File: config.mk
export PLATFORM = sky130hd
export DESIGN_NAME = psci_call_power_state_handler_core_flat
export DESIGN_NICKNAME = d
export VERILOG_FILES = /design/src/rtl/pcps_pkg.sv /design/src/rtl/pcps_if.sv /design/src/rtl/pcps_front.sv /design/src/rtl/pcps_queue.sv /design/src/rtl/pcps_back.sv /design/src/rtl/psci_call_power_state_handler_core.sv /design/src/flat_wrapper.sv
export SDC_FILE = /design/constraint.sdc
export NUM_CORES = 1
export LEC_CHECK = 0
export ABC_AREA = 1
export ABC_CLOCK_PERIOD_IN_PS = 9100
export BUFFER_PORTS_ARGS = -buffer_cell sky130_fd_sc_hd__buf_2
export CORE_MARGIN = 4
export CORE_UTILIZATION = 50
export DETAILED_ROUTE_END_ITERATION = 16
export PLACE_DENSITY = 0.75
export SLEW_MARGIN = 20
export SYNTH_ARGS = -nofsm -noshare
export SYNTH_HDL_FRONTEND = slang
export SYNTH_SLANG_ARGS = --single-unit
File: constraint.sdc
create_clock -name i_clk -period 9.1 [get_ports i_clk]
set_input_delay 0.455 -clock i_clk [delete_from_list [all_inputs] [get_ports i_clk]]
set_output_delay 0.455 -clock i_clk [all_outputs]
set_load 0.01 [all_outputs]
File: src/rtl/pcps_pkg.sv
`default_nettype none

package pcps_pkg;

    // Field widths of the call and the response.
    localparam int FC_W   = 32;
    localparam int CORE_W = 8;
    localparam int ADDR_W = 64;
    localparam int CTX_W  = 64;
    localparam int RET_W  = 18;

    // Presence mask register and configuration port.
    localparam int MASK_BITS   = 8;
    localparam int MASK_IDX_W  = $clog2(MASK_BITS);
    localparam int APB_DATA_W  = 32;
    localparam int APB_ADDR_W  = 3;
    localparam int REG_IDX_LSB = 2;
    localparam logic [APB_ADDR_W-REG_IDX_LSB-1:0] REG_CORE_PRESENT = '0;
    localparam logic [MASK_BITS-1:0] CORE_PRESENT_RESET = 8'h01;

    // Design defaults.
    localparam int NUM_CORES_DEF   = 8;
    localparam int QUEUE_DEPTH_DEF = 2;

    // Function identifiers.
    localparam logic [FC_W-1:0] FID_ARCH_MASK    = 32'hFFFF_0000;
    localparam logic [FC_W-1:0] FID_SMCCC_VER    = 32'h8000_0000;
    localparam logic [FC_W-1:0] FID_PSCI_MASK    = 32'hFFF0_0000;
    localparam logic [FC_W-1:0] FID_PSCI_VERSION = 32'h8400_0000;
    localparam logic [FC_W-1:0] FID_CPU_SUSPEND  = 32'h8400_0001;
    localparam logic [FC_W-1:0] FID_CPU_OFF      = 32'h8400_0002;
    localparam logic [FC_W-1:0] FID_CPU_ON       = 32'h8400_0003;
    localparam logic [FC_W-1:0] FID_AFFINITY     = 32'h8400_0004;
    localparam int              FID_CONV_BIT     = 30;

    typedef logic signed [RET_W-1:0] t_ret;

    localparam t_ret RET_SMCCC_VERSION = 18'sh10000;
    localparam t_ret RET_PSCI_VERSION  = 18'sd2;
    localparam t_ret RET_SUCCESS       = 18'sd0;
    localparam t_ret RET_AFF_ON        = 18'sd0;
    localparam t_ret RET_AFF_OFF       = 18'sd1;
    localparam t_ret RET_NOT_SUPPORTED = -18'sd1;
    localparam t_ret RET_INVALID_PARAM = -18'sd2;
    localparam t_ret RET_ALREADY_ON    = -18'sd3;
    localparam t_ret RET_NOT_PRESENT   = -18'sd6;

    typedef enum logic [1:0] {
        OP_RETURN,
        OP_CPU_ON,
        OP_AFFINITY
    } t_op;

    // Classified call as it travels from the front end to the executor.
    typedef struct packed {
        t_op                op;
        t_ret               ret;
        logic [CORE_W-1:0]  core;
        logic [ADDR_W-1:0]  addr;
        logic [CTX_W-1:0]   ctx;
    } t_cmd;

    typedef struct packed {
        t_ret               ret;
        logic               start;
        logic [CORE_W-1:0]  core;
        logic [ADDR_W-1:0]  addr;
        logic [CTX_W-1:0]   ctx;
    } t_resp;

endpackage

`default_nettype wire

File: src/rtl/pcps_if.sv
`default_nettype none

interface pcps_call_if;
    logic                        valid;
    logic                        ready;
    logic [pcps_pkg::FC_W-1:0]   function_code;
    logic [pcps_pkg::CORE_W-1:0] target_core;
    logic [pcps_pkg::ADDR_W-1:0] entry_address;
    logic [pcps_pkg::CTX_W-1:0]  context_value;

    modport source (output valid, function_code, target_core, entry_address, context_value,
                    input ready);
    modport sink (input valid, function_code, target_core, entry_address, context_value,
                  output ready);
endinterface

interface pcps_resp_if;
    logic                        valid;
    logic                        ready;
    logic signed [pcps_pkg::RET_W-1:0] return_value;
    logic                        start_request;
    logic [pcps_pkg::CORE_W-1:0] start_core;
    logic [pcps_pkg::ADDR_W-1:0] start_address;
    logic [pcps_pkg::CTX_W-1:0]  start_context;

    modport source (output valid, return_value, start_request, start_core, start_address,
                    start_context, input ready);
    modport sink (input valid, return_value, start_request, start_core, start_address,
                  start_context, output ready);
endinterface

`default_nettype wire

File: src/rtl/pcps_front.sv
`default_nettype none

module pcps_front (
    pcps_call_if.sink         i_call,
    input  wire logic         i_full,
    output logic              o_push,
    output pcps_pkg::t_cmd    o_cmd
);

    logic [pcps_pkg::FC_W-1:0] fc;
    logic [pcps_pkg::FC_W-1:0] base;

    assign i_call.ready = !i_full;
    assign o_push       = i_call.valid && !i_full;

    assign fc   = i_call.function_code;
    // The calling-convention bit is dropped so both forms decode alike.
    assign base = fc & ~(pcps_pkg::FC_W'(1) << pcps_pkg::FID_CONV_BIT);

    always_comb begin
        o_cmd.op   = pcps_pkg::OP_RETURN;
        o_cmd.ret  = pcps_pkg::RET_NOT_SUPPORTED;
        o_cmd.core = i_call.target_core;
        o_cmd.addr = i_call.entry_address;
        o_cmd.ctx  = i_call.context_value;
        if ((fc & pcps_pkg::FID_ARCH_MASK) == pcps_pkg::FID_SMCCC_VER) begin
            if (fc == pcps_pkg::FID_SMCCC_VER) begin
                o_cmd.ret = pcps_pkg::RET_SMCCC_VERSION;
            end
        end else if ((base & pcps_pkg::FID_PSCI_MASK) == pcps_pkg::FID_PSCI_VERSION) begin
            case (base)
                pcps_pkg::FID_PSCI_VERSION: o_cmd.ret = pcps_pkg::RET_PSCI_VERSION;
                pcps_pkg::FID_CPU_OFF:      o_cmd.ret = pcps_pkg::RET_SUCCESS;
                pcps_pkg::FID_CPU_ON:       o_cmd.op  = pcps_pkg::OP_CPU_ON;
                pcps_pkg::FID_AFFINITY:     o_cmd.op  = pcps_pkg::OP_AFFINITY;
                default:                    o_cmd.ret = pcps_pkg::RET_NOT_SUPPORTED;
            endcase
        end
    end

endmodule

`default_nettype wire

File: src/rtl/pcps_queue.sv
`default_nettype none

module pcps_queue #(
    parameter int DEPTH = pcps_pkg::QUEUE_DEPTH_DEF
) (
    input  wire logic           i_clk,
    input  wire logic           i_rst_n,
    input  wire logic           i_push,
    input  pcps_pkg::t_cmd      i_cmd,
    input  wire logic           i_pop,
    output logic                o_full,
    output logic                o_valid,
    output pcps_pkg::t_cmd      o_head
);

    localparam int PTR_W = (DEPTH > 1) ? $clog2(DEPTH) : 1;
    localparam int CNT_W = $clog2(DEPTH + 1);

    pcps_pkg::t_cmd r_mem [DEPTH];
    logic [PTR_W-1:0] r_wr_ptr, n_wr_ptr;
    logic [PTR_W-1:0] r_rd_ptr, n_rd_ptr;
    logic [CNT_W-1:0] r_count, n_count;

    assign o_full  = (r_count == CNT_W'(DEPTH));
    assign o_valid = (r_count != '0);
    assign o_head  = r_mem[r_rd_ptr];

    always_comb begin
        n_wr_ptr = r_wr_ptr;
        n_rd_ptr = r_rd_ptr;
        n_count  = r_count;
        if (i_push) begin
            n_wr_ptr = (r_wr_ptr == PTR_W'(DEPTH - 1)) ? '0 : r_wr_ptr + 1'b1;
        end
        if (i_pop) begin
            n_rd_ptr = (r_rd_ptr == PTR_W'(DEPTH - 1)) ? '0 : r_rd_ptr + 1'b1;
        end
        if (i_push && !i_pop) begin
            n_count = r_count + 1'b1;
        end else if (i_pop && !i_push) begin
            n_count = r_count - 1'b1;
        end
    end

    always_ff @(posedge i_clk) begin
        if (!i_rst_n) begin
            r_wr_ptr <= '0;
            r_rd_ptr <= '0;
            r_count  <= '0;
        end else begin
            r_wr_ptr <= n_wr_ptr;
            r_rd_ptr <= n_rd_ptr;
            r_count  <= n_count;
        end
    end

    always_ff @(posedge i_clk) begin
        if (i_push) begin
            r_mem[r_wr_ptr] <= i_cmd;
        end
    end

endmodule

`default_nettype wire

File: src/rtl/pcps_back.sv
`default_nettype none

module pcps_back #(
    parameter int NUM_CORES = pcps_pkg::NUM_CORES_DEF
) (
    input  wire logic                           i_clk,
    input  wire logic                           i_rst_n,
    input  wire logic [pcps_pkg::MASK_BITS-1:0] i_present_mask,
    input  wire logic                           i_valid,
    input  pcps_pkg::t_cmd                      i_head,
    output logic                                o_pop,
    pcps_resp_if.source                         o_resp
);

    localparam int IDX_W = $clog2(NUM_CORES);
    localparam logic [pcps_pkg::CORE_W-1:0] CORE_LIMIT = pcps_pkg::CORE_W'(NUM_CORES);
    localparam logic [pcps_pkg::CORE_W-1:0] MASK_LIMIT = pcps_pkg::CORE_W'(pcps_pkg::MASK_BITS);

    logic [NUM_CORES-1:0]        r_running;
    logic                        r_out_valid;
    pcps_pkg::t_resp             r_out, n_out;
    logic [pcps_pkg::CORE_W-1:0] id;
    logic [IDX_W-1:0]            idx;
    logic                        in_range;
    logic                        is_boot;
    logic                        present;
    logic                        running;

    assign o_pop = i_valid && (!r_out_valid || o_resp.ready);

    assign id       = i_head.core;
    assign idx      = id[IDX_W-1:0];
    assign in_range = (id < CORE_LIMIT);
    assign is_boot  = (id == '0);
    // Cores beyond the width of the mask are never present.
    assign present  = (id < MASK_LIMIT) && i_present_mask[id[pcps_pkg::MASK_IDX_W-1:0]];
    assign running  = in_range && r_running[idx];

    always_comb begin
        n_out       = '0;
        n_out.ret   = i_head.ret;
        case (i_head.op)
            pcps_pkg::OP_RETURN: begin
                n_out.ret = i_head.ret;
            end
            pcps_pkg::OP_CPU_ON: begin
                if (!in_range || is_boot || !present) begin
                    n_out.ret = pcps_pkg::RET_INVALID_PARAM;
                end else if (running) begin
                    n_out.ret = pcps_pkg::RET_ALREADY_ON;
                end else begin
                    n_out.ret   = pcps_pkg::RET_SUCCESS;
                    n_out.start = 1'b1;
                    n_out.core  = id;
                    n_out.addr  = i_head.addr;
                    n_out.ctx   = i_head.ctx;
                end
            end
            pcps_pkg::OP_AFFINITY: begin
                if (!in_range) begin
                    n_out.ret = pcps_pkg::RET_INVALID_PARAM;
                end else if (is_boot) begin
                    n_out.ret = pcps_pkg::RET_AFF_ON;
                end else if (!present) begin
                    n_out.ret = pcps_pkg::RET_NOT_PRESENT;
                end else begin
                    n_out.ret = running ? pcps_pkg::RET_AFF_ON : pcps_pkg::RET_AFF_OFF;
                end
            end
            default: begin
                n_out.ret = pcps_pkg::RET_NOT_SUPPORTED;
            end
        endcase
    end

    always_ff @(posedge i_clk) begin
        if (!i_rst_n) begin
            r_running   <= '0;
            r_out_valid <= 1'b0;
        end else begin
            if (o_pop) begin
                r_out_valid <= 1'b1;
            end else if (o_resp.ready) begin
                r_out_valid <= 1'b0;
            end
            if (o_pop && n_out.start) begin
                r_running[idx] <= 1'b1;
            end
        end
    end

    always_ff @(posedge i_clk) begin
        if (o_pop) begin
            r_out <= n_out;
        end
    end

    assign o_resp.valid         = r_out_valid;
    assign o_resp.return_value  = r_out.ret;
    assign o_resp.start_request = r_out.start;
    assign o_resp.start_core    = r_out.core;
    assign o_resp.start_address = r_out.addr;
    assign o_resp.start_context = r_out.ctx;

    a_start_is_success: assert property (@(posedge i_clk) disable iff (!i_rst_n)
        r_out_valid && r_out.start |-> r_out.ret == pcps_pkg::RET_SUCCESS)
        else $error("start request without a success code");

    a_start_core_valid: assert property (@(posedge i_clk) disable iff (!i_rst_n)
        r_out_valid && r_out.start |-> r_out.core != '0 && r_out.core < CORE_LIMIT)
        else $error("start request names the boot core or a missing core");

    a_start_marks_running: assert property (@(posedge i_clk) disable iff (!i_rst_n)
        o_pop && n_out.start |=> r_running[$past(idx)])
        else $error("started core not marked running");

    a_no_start_when_running: assert property (@(posedge i_clk) disable iff (!i_rst_n)
        o_pop && i_head.op == pcps_pkg::OP_CPU_ON && running |-> !n_out.start)
        else $error("running core started again");

endmodule

`default_nettype wire

File: src/rtl/psci_call_power_state_handler_core.sv
// Power-state call handler. Each call item (function identifier, target core,
// entry address, context) yields exactly one response item: SMCCC version and
// PSCI VERSION, CPU_OFF, CPU_ON and AFFINITY_INFO are answered, everything else
// returns not-supported. A successful CPU_ON marks the core running and raises
// start_request with the core, entry address and context; all start fields are
// zero otherwise. The front end decodes a call in the cycle it is accepted and
// writes it into a queue (QUEUE_DEPTH entries, two by default); the executor
// takes one queued call per cycle while its response register is free or
// being taken, reads and updates the per-core running bits and registers
// the response, so the block sustains one item per cycle unless the response
// side stalls, while the queue keeps accepting calls until it is full. The
// core presence mask sits at byte address 0 of the APB port (reset value 1);
// the user must change it only while the block is idle; it is not enforced.
`default_nettype none

module psci_call_power_state_handler_core #(
    parameter int NUM_CORES   = pcps_pkg::NUM_CORES_DEF,
    parameter int QUEUE_DEPTH = pcps_pkg::QUEUE_DEPTH_DEF
) (
    input  wire logic                             i_clk,
    input  wire logic                             i_rst_n,
    pcps_call_if.sink                             i_call,
    pcps_resp_if.source                           o_resp,
    input  wire logic                             psel,
    input  wire logic                             penable,
    input  wire logic                             pwrite,
    input  wire logic [pcps_pkg::APB_ADDR_W-1:0]  paddr,
    input  wire logic [pcps_pkg::APB_DATA_W-1:0]  pwdata,
    output logic      [pcps_pkg::APB_DATA_W-1:0]  prdata,
    output logic                                  pready
);

    logic [pcps_pkg::MASK_BITS-1:0] r_present_mask;
    logic                           reg_hit;
    logic                           q_full;
    logic                           q_push;
    logic                           q_pop;
    logic                           q_valid;
    pcps_pkg::t_cmd                 q_in;
    pcps_pkg::t_cmd                 q_head;

    assign pready  = 1'b1;
    assign reg_hit = (paddr[pcps_pkg::APB_ADDR_W-1:pcps_pkg::REG_IDX_LSB]
                      == pcps_pkg::REG_CORE_PRESENT);
    assign prdata  = reg_hit ? pcps_pkg::APB_DATA_W'(r_present_mask) : '0;

    always_ff @(posedge i_clk) begin
        if (!i_rst_n) begin
            r_present_mask <= pcps_pkg::CORE_PRESENT_RESET;
        end else if (psel && penable && pwrite && pready && reg_hit) begin
            r_present_mask <= pwdata[pcps_pkg::MASK_BITS-1:0];
        end
    end

    pcps_front u_front (
        .i_call (i_call),
        .i_full (q_full),
        .o_push (q_push),
        .o_cmd  (q_in)
    );

    pcps_queue #(
        .DEPTH (QUEUE_DEPTH)
    ) u_queue (
        .i_clk   (i_clk),
        .i_rst_n (i_rst_n),
        .i_push  (q_push),
        .i_cmd   (q_in),
        .i_pop   (q_pop),
        .o_full  (q_full),
        .o_valid (q_valid),
        .o_head  (q_head)
    );

    pcps_back #(
        .NUM_CORES (NUM_CORES)
    ) u_back (
        .i_clk          (i_clk),
        .i_rst_n        (i_rst_n),
        .i_present_mask (r_present_mask),
        .i_valid        (q_valid),
        .i_head         (q_head),
        .o_pop          (q_pop),
        .o_resp         (o_resp)
    );

endmodule

`default_nettype wire
File: src/flat_wrapper.sv
// flat-port wrapper written by rule: the top's interface ports become plain ports
module psci_call_power_state_handler_core_flat 
#(
    parameter int NUM_CORES   = pcps_pkg::NUM_CORES_DEF,
    parameter int QUEUE_DEPTH = pcps_pkg::QUEUE_DEPTH_DEF
)
  (i_clk, i_rst_n, psel, penable, pwrite, paddr, pwdata, prdata, pready, i_call_valid, i_call_function_code, i_call_target_core, i_call_entry_address, i_call_context_value, i_call_ready, o_resp_valid, o_resp_return_value, o_resp_start_request, o_resp_start_core, o_resp_start_address, o_resp_start_context, o_resp_ready);
  pcps_call_if i_call_i ();
  pcps_resp_if o_resp_i ();
  input  wire logic i_clk;
  input  wire logic i_rst_n;
  input  wire logic psel;
  input  wire logic penable;
  input  wire logic pwrite;
  input  wire logic [pcps_pkg::APB_ADDR_W-1:0] paddr;
  input  wire logic [pcps_pkg::APB_DATA_W-1:0] pwdata;
  output logic      [pcps_pkg::APB_DATA_W-1:0] prdata;
  output logic pready;
  input wire logic [$bits(i_call_i.valid)-1:0] i_call_valid;
  input wire logic [$bits(i_call_i.function_code)-1:0] i_call_function_code;
  input wire logic [$bits(i_call_i.target_core)-1:0] i_call_target_core;
  input wire logic [$bits(i_call_i.entry_address)-1:0] i_call_entry_address;
  input wire logic [$bits(i_call_i.context_value)-1:0] i_call_context_value;
  output wire logic [$bits(i_call_i.ready)-1:0] i_call_ready;
  output wire logic [$bits(o_resp_i.valid)-1:0] o_resp_valid;
  output wire logic [$bits(o_resp_i.return_value)-1:0] o_resp_return_value;
  output wire logic [$bits(o_resp_i.start_request)-1:0] o_resp_start_request;
  output wire logic [$bits(o_resp_i.start_core)-1:0] o_resp_start_core;
  output wire logic [$bits(o_resp_i.start_address)-1:0] o_resp_start_address;
  output wire logic [$bits(o_resp_i.start_context)-1:0] o_resp_start_context;
  input wire logic [$bits(o_resp_i.ready)-1:0] o_resp_ready;
  assign i_call_i.valid = i_call_valid;
  assign i_call_i.function_code = i_call_function_code;
  assign i_call_i.target_core = i_call_target_core;
  assign i_call_i.entry_address = i_call_entry_address;
  assign i_call_i.context_value = i_call_context_value;
  assign i_call_ready = i_call_i.ready;
  assign o_resp_valid = o_resp_i.valid;
  assign o_resp_return_value = o_resp_i.return_value;
  assign o_resp_start_request = o_resp_i.start_request;
  assign o_resp_start_core = o_resp_i.start_core;
  assign o_resp_start_address = o_resp_i.start_address;
  assign o_resp_start_context = o_resp_i.start_context;
  assign o_resp_i.ready = o_resp_ready;
  psci_call_power_state_handler_core #(.NUM_CORES(NUM_CORES), .QUEUE_DEPTH(QUEUE_DEPTH)) u_core (.i_clk(i_clk), .i_rst_n(i_rst_n), .i_call(i_call_i), .o_resp(o_resp_i), .psel(psel), .penable(penable), .pwrite(pwrite), .paddr(paddr), .pwdata(pwdata), .prdata(prdata), .pready(pready));
endmodule
==> out/metrics.cfg <==
[yosys]
synth_seq_cells=446
syn_avg_cell_area_um2=14.3
syn_area_um2=16900
synthTopCellsByArea=edfxtp_1 (76%), nand2_1 (7.3%), a21oi_2 (4.7%), dfxtp_1 (2.6%), a21oi_1 (1.7%)
syn_inst=1179
yosysTopAreaCell=edfxtp_1
netlist.area_leader.share=0.755
ys_types=34
ys_seq_area_frac=0.781
yosys_warnings=0

[clock_tree]
cts_inserted_buffers=45
cts_buffer_depth=3
htree_levels=2
cts_tree=built
cts-root-buf=clkbuf_16
cts_hold_buf=0
cts.reportedPaths.clkPinSlew_ns=0.06
postCtsSetupBuffers=0
clk_latency_ns=0.54
cts_resized=0
clock_sinks=446

[placed_design]
gp_congestion=0.846
hpwl_um=22600
dp_cells=1918
numPortBuffers=348

[hold_path]
hp-class=in -> reg
whs_path_depth=1
whs_endpoint=u_core.u_queue.r_mem[1][60]
hp-start=i_call_context_value[60]

[cells_and_area]
nFillCells=2504
layout_commonest_cell=edfxtp_1
final_cells=2007
nets=1734
layout_common_cells=edfxtp_1 (424), buf_2 (348), nand2_1 (330), a21oi_2 (90), a21oi_1 (57)
layout-drive-gt1-share=0.346
area_growth_pct=21.1

[detailed_routing]
antenna_left=0
wl_per_cell_um=17.9
vias_per_cell=5.00
drc=0
num_vias=10000
dr.pass1.iters=5
drt_iter0_markers=551
routed_wl_um=35900

[global_routing]
grt_pass1_vias=10000
grt_pass1_wl_um=54000
antenna_found_initial=9
grt_max_degree=154
track_usage=0.188
grt_remaining_overflow=0

[setup_path]
crit_required_ns=9.34
reg2reg_depth=14
r2r_end=u_core.u_back.o_resp.start_context[7]
reg2reg_slack_ns=4.64
cp_max_fo=75
cp.arrival_ns=4.69
cp-start-kind=flop
path_class=reg -> reg
cp-end-kind=flop

[floorplan]
core_area_um2=32900
die_area_um2=36700
die_w_um=192
io_pins=400
start_util=0.513
die_h_um=192
placementRows=66

[timing]
finClkSkew_ns=0.0124
finalSetupViolCount=0
whs_ns=0.100
drv_slew=0
fin_tns_setup_ns=0
max_freq_ghz=0.224
relSlewSlack=0.282
rsz0062_at_grt=no
hold_violations=0
fin_crit_sh=0.490
post-route-min-period_ns=4.46
worst_pin_slew_ns=1.08

[status]
status=finished clean

[power]
powerDensity_nw_per_um2=312
p_leak_nw=7.86
vdd_drop_max_uv=326

[job]
maxCapViolations=0

-- area by class of cell --
class / instances / area (µm²) / share of cell area
inverter: 49 / 191 / 0.00938
antenna: 6 / 15.0 / 0.000735
multi-input combinational: 625 / 3070 / 0.150
timing repair buffer: 356 / 1810 / 0.0889
clock buffer: 48 / 1140 / 0.0557
tap: 442 / 553 / 0.0271
clock inverter: 35 / 458 / 0.0224
sequential: 446 / 13200 / 0.645
-- worst max-delay path, cell delays in order, from the launching register on --
cell and delay (ns):
dfxtp_4 0.85, inv_4 0.42, nand2_1 0.26, nand2_2 0.14, nand2_1 0.09, nand2_1 0.05, nand2_1 0.05, nand2_1 0.05
nand2_1 0.05, nand3_1 0.15, nand2_1 0.21, nor2_8 0.08, inv_6 0.51, buf_4 0.90, a21oi_1 0.08
-- per-stage QoR --
step | util | worst slack (ns) | area [µm²] | total power, mW
final | 0.621 | 4.64 | 20400 | 6.36
after global routing | 0.621 | 4.24 | 20400 | 6.68
after CTS | 0.621 | 4.62 | 20400 | 6.44
after detailed placement | 0.572 | 4.63 | 18800 | 4.47
after global placement | 0.572 | 4.66 | 18800 | 4.43
after floorplan | - | 1.99 | 17000 | 3.99
-- kinds of logic (layout without fill, tap and decap cells) --
| kind of cell | after synthesis | count (layout) | synth area share |
|---|---|---|---|
| flops | 446 | 446 | 0.781 |
| simple gates | 424 | 424 | 0.102 |
| compound gates | 169 | 169 | 0.0710 |
| buf+inv | 136 | 488 | 0.0442 |
| other cells | 2 | 36 | 0.000445 |
| fa+ha+maj | 1 | 1 | 0.000742 |
| mux | 1 | 1 | 0.000594 |
-- how the worst max path moves through the flow --
| stage | cells after the start | start | slack (ns) | end |
|---|---|---|---|---|
| after detailed placement | 14 | flop | 4.63 | u_core.u_back.o_resp.start_context[7] |
| after global placement | 14 | flop | 4.66 | u_core.u_back.o_resp.start_context[9] |
| final | 14 | flop | 4.64 | u_core.u_back.o_resp.start_context[7] |
| after floorplan | 4 | u_core.u_queue.r_count[0] | 1.99 | u_core.u_queue.r_mem[1][0] |
| after global routing | 14 | flop | 4.24 | u_core.u_back.o_resp.start_context[7] |
| after CTS | 14 | flop | 4.62 | u_core.u_back.o_resp.start_context[7] |
-- cells in the mapped netlist --
library cell,count
edfxtp_1,424
nor2_1,43
buf_4,38
nor3b_1,1
nand4_1,2
buf_2,1
a21oi_1,58
nor2_2,2
and3_1,1
mux2i_1,1
nand2_1,330
inv_2,3
o21ai_2,1
and2_1,1
buf_6,12
nor2_8,1
or2_2,3
or2_1,1
conb_1,2
o21ai_1,2
clkbuf_1,36
inv_1,46
a21boi_0,1
nand2_2,3
o211ai_1,3
o21ai_0,14
nand3_4,1
a21oi_2,90
nor4_1,4
ha_1,1
nor3_1,5
nand3_1,23
nand3b_1,3
dfxtp_1,22
-- report_power, final --
part | switching (mW) | total [mW] | internal, mW
Combinational | 1.02 | 1.39 | 0.372
Sequential | 0.166 | 3.01 | 2.85
Clock | 0.762 | 1.96 | 1.20
-- routing by layer --
layer | part of all wire | global-route usage
met5 | 0.0011 | 0
met4 | 0.029 | 0.0616
met3 | 0.066 | 0.0367
met2 | 0.52 | 0.338
met1 | 0.38 | 0.230
-- flip-flops by register name, indices dropped and copies added (netlist names), named ones only --
| name | flops |
|---|---|
| u_core.u_back.o_resp.start_context | 64 |
| u_core.u_back.o_resp.start_core | 8 |
| u_core.u_back.o_resp.return_value | 5 |
| u_core.u_queue.r_wr_ptr | 1 |
| u_core.u_queue.r_rd_ptr | 1 |
| u_core.u_back.o_resp.start_request | 1 |
| u_core.u_back.o_resp.start_address | 64 |
| u_core.u_queue.r_mem | 282 |
| u_core.u_back.o_resp.valid | 1 |
| u_core.r_present_mask | 8 |
| u_core.u_queue.r_count | 2 |
| u_core.u_back.r_running | 8 |
Note: power is estimated with default switching activity, not from simulation.
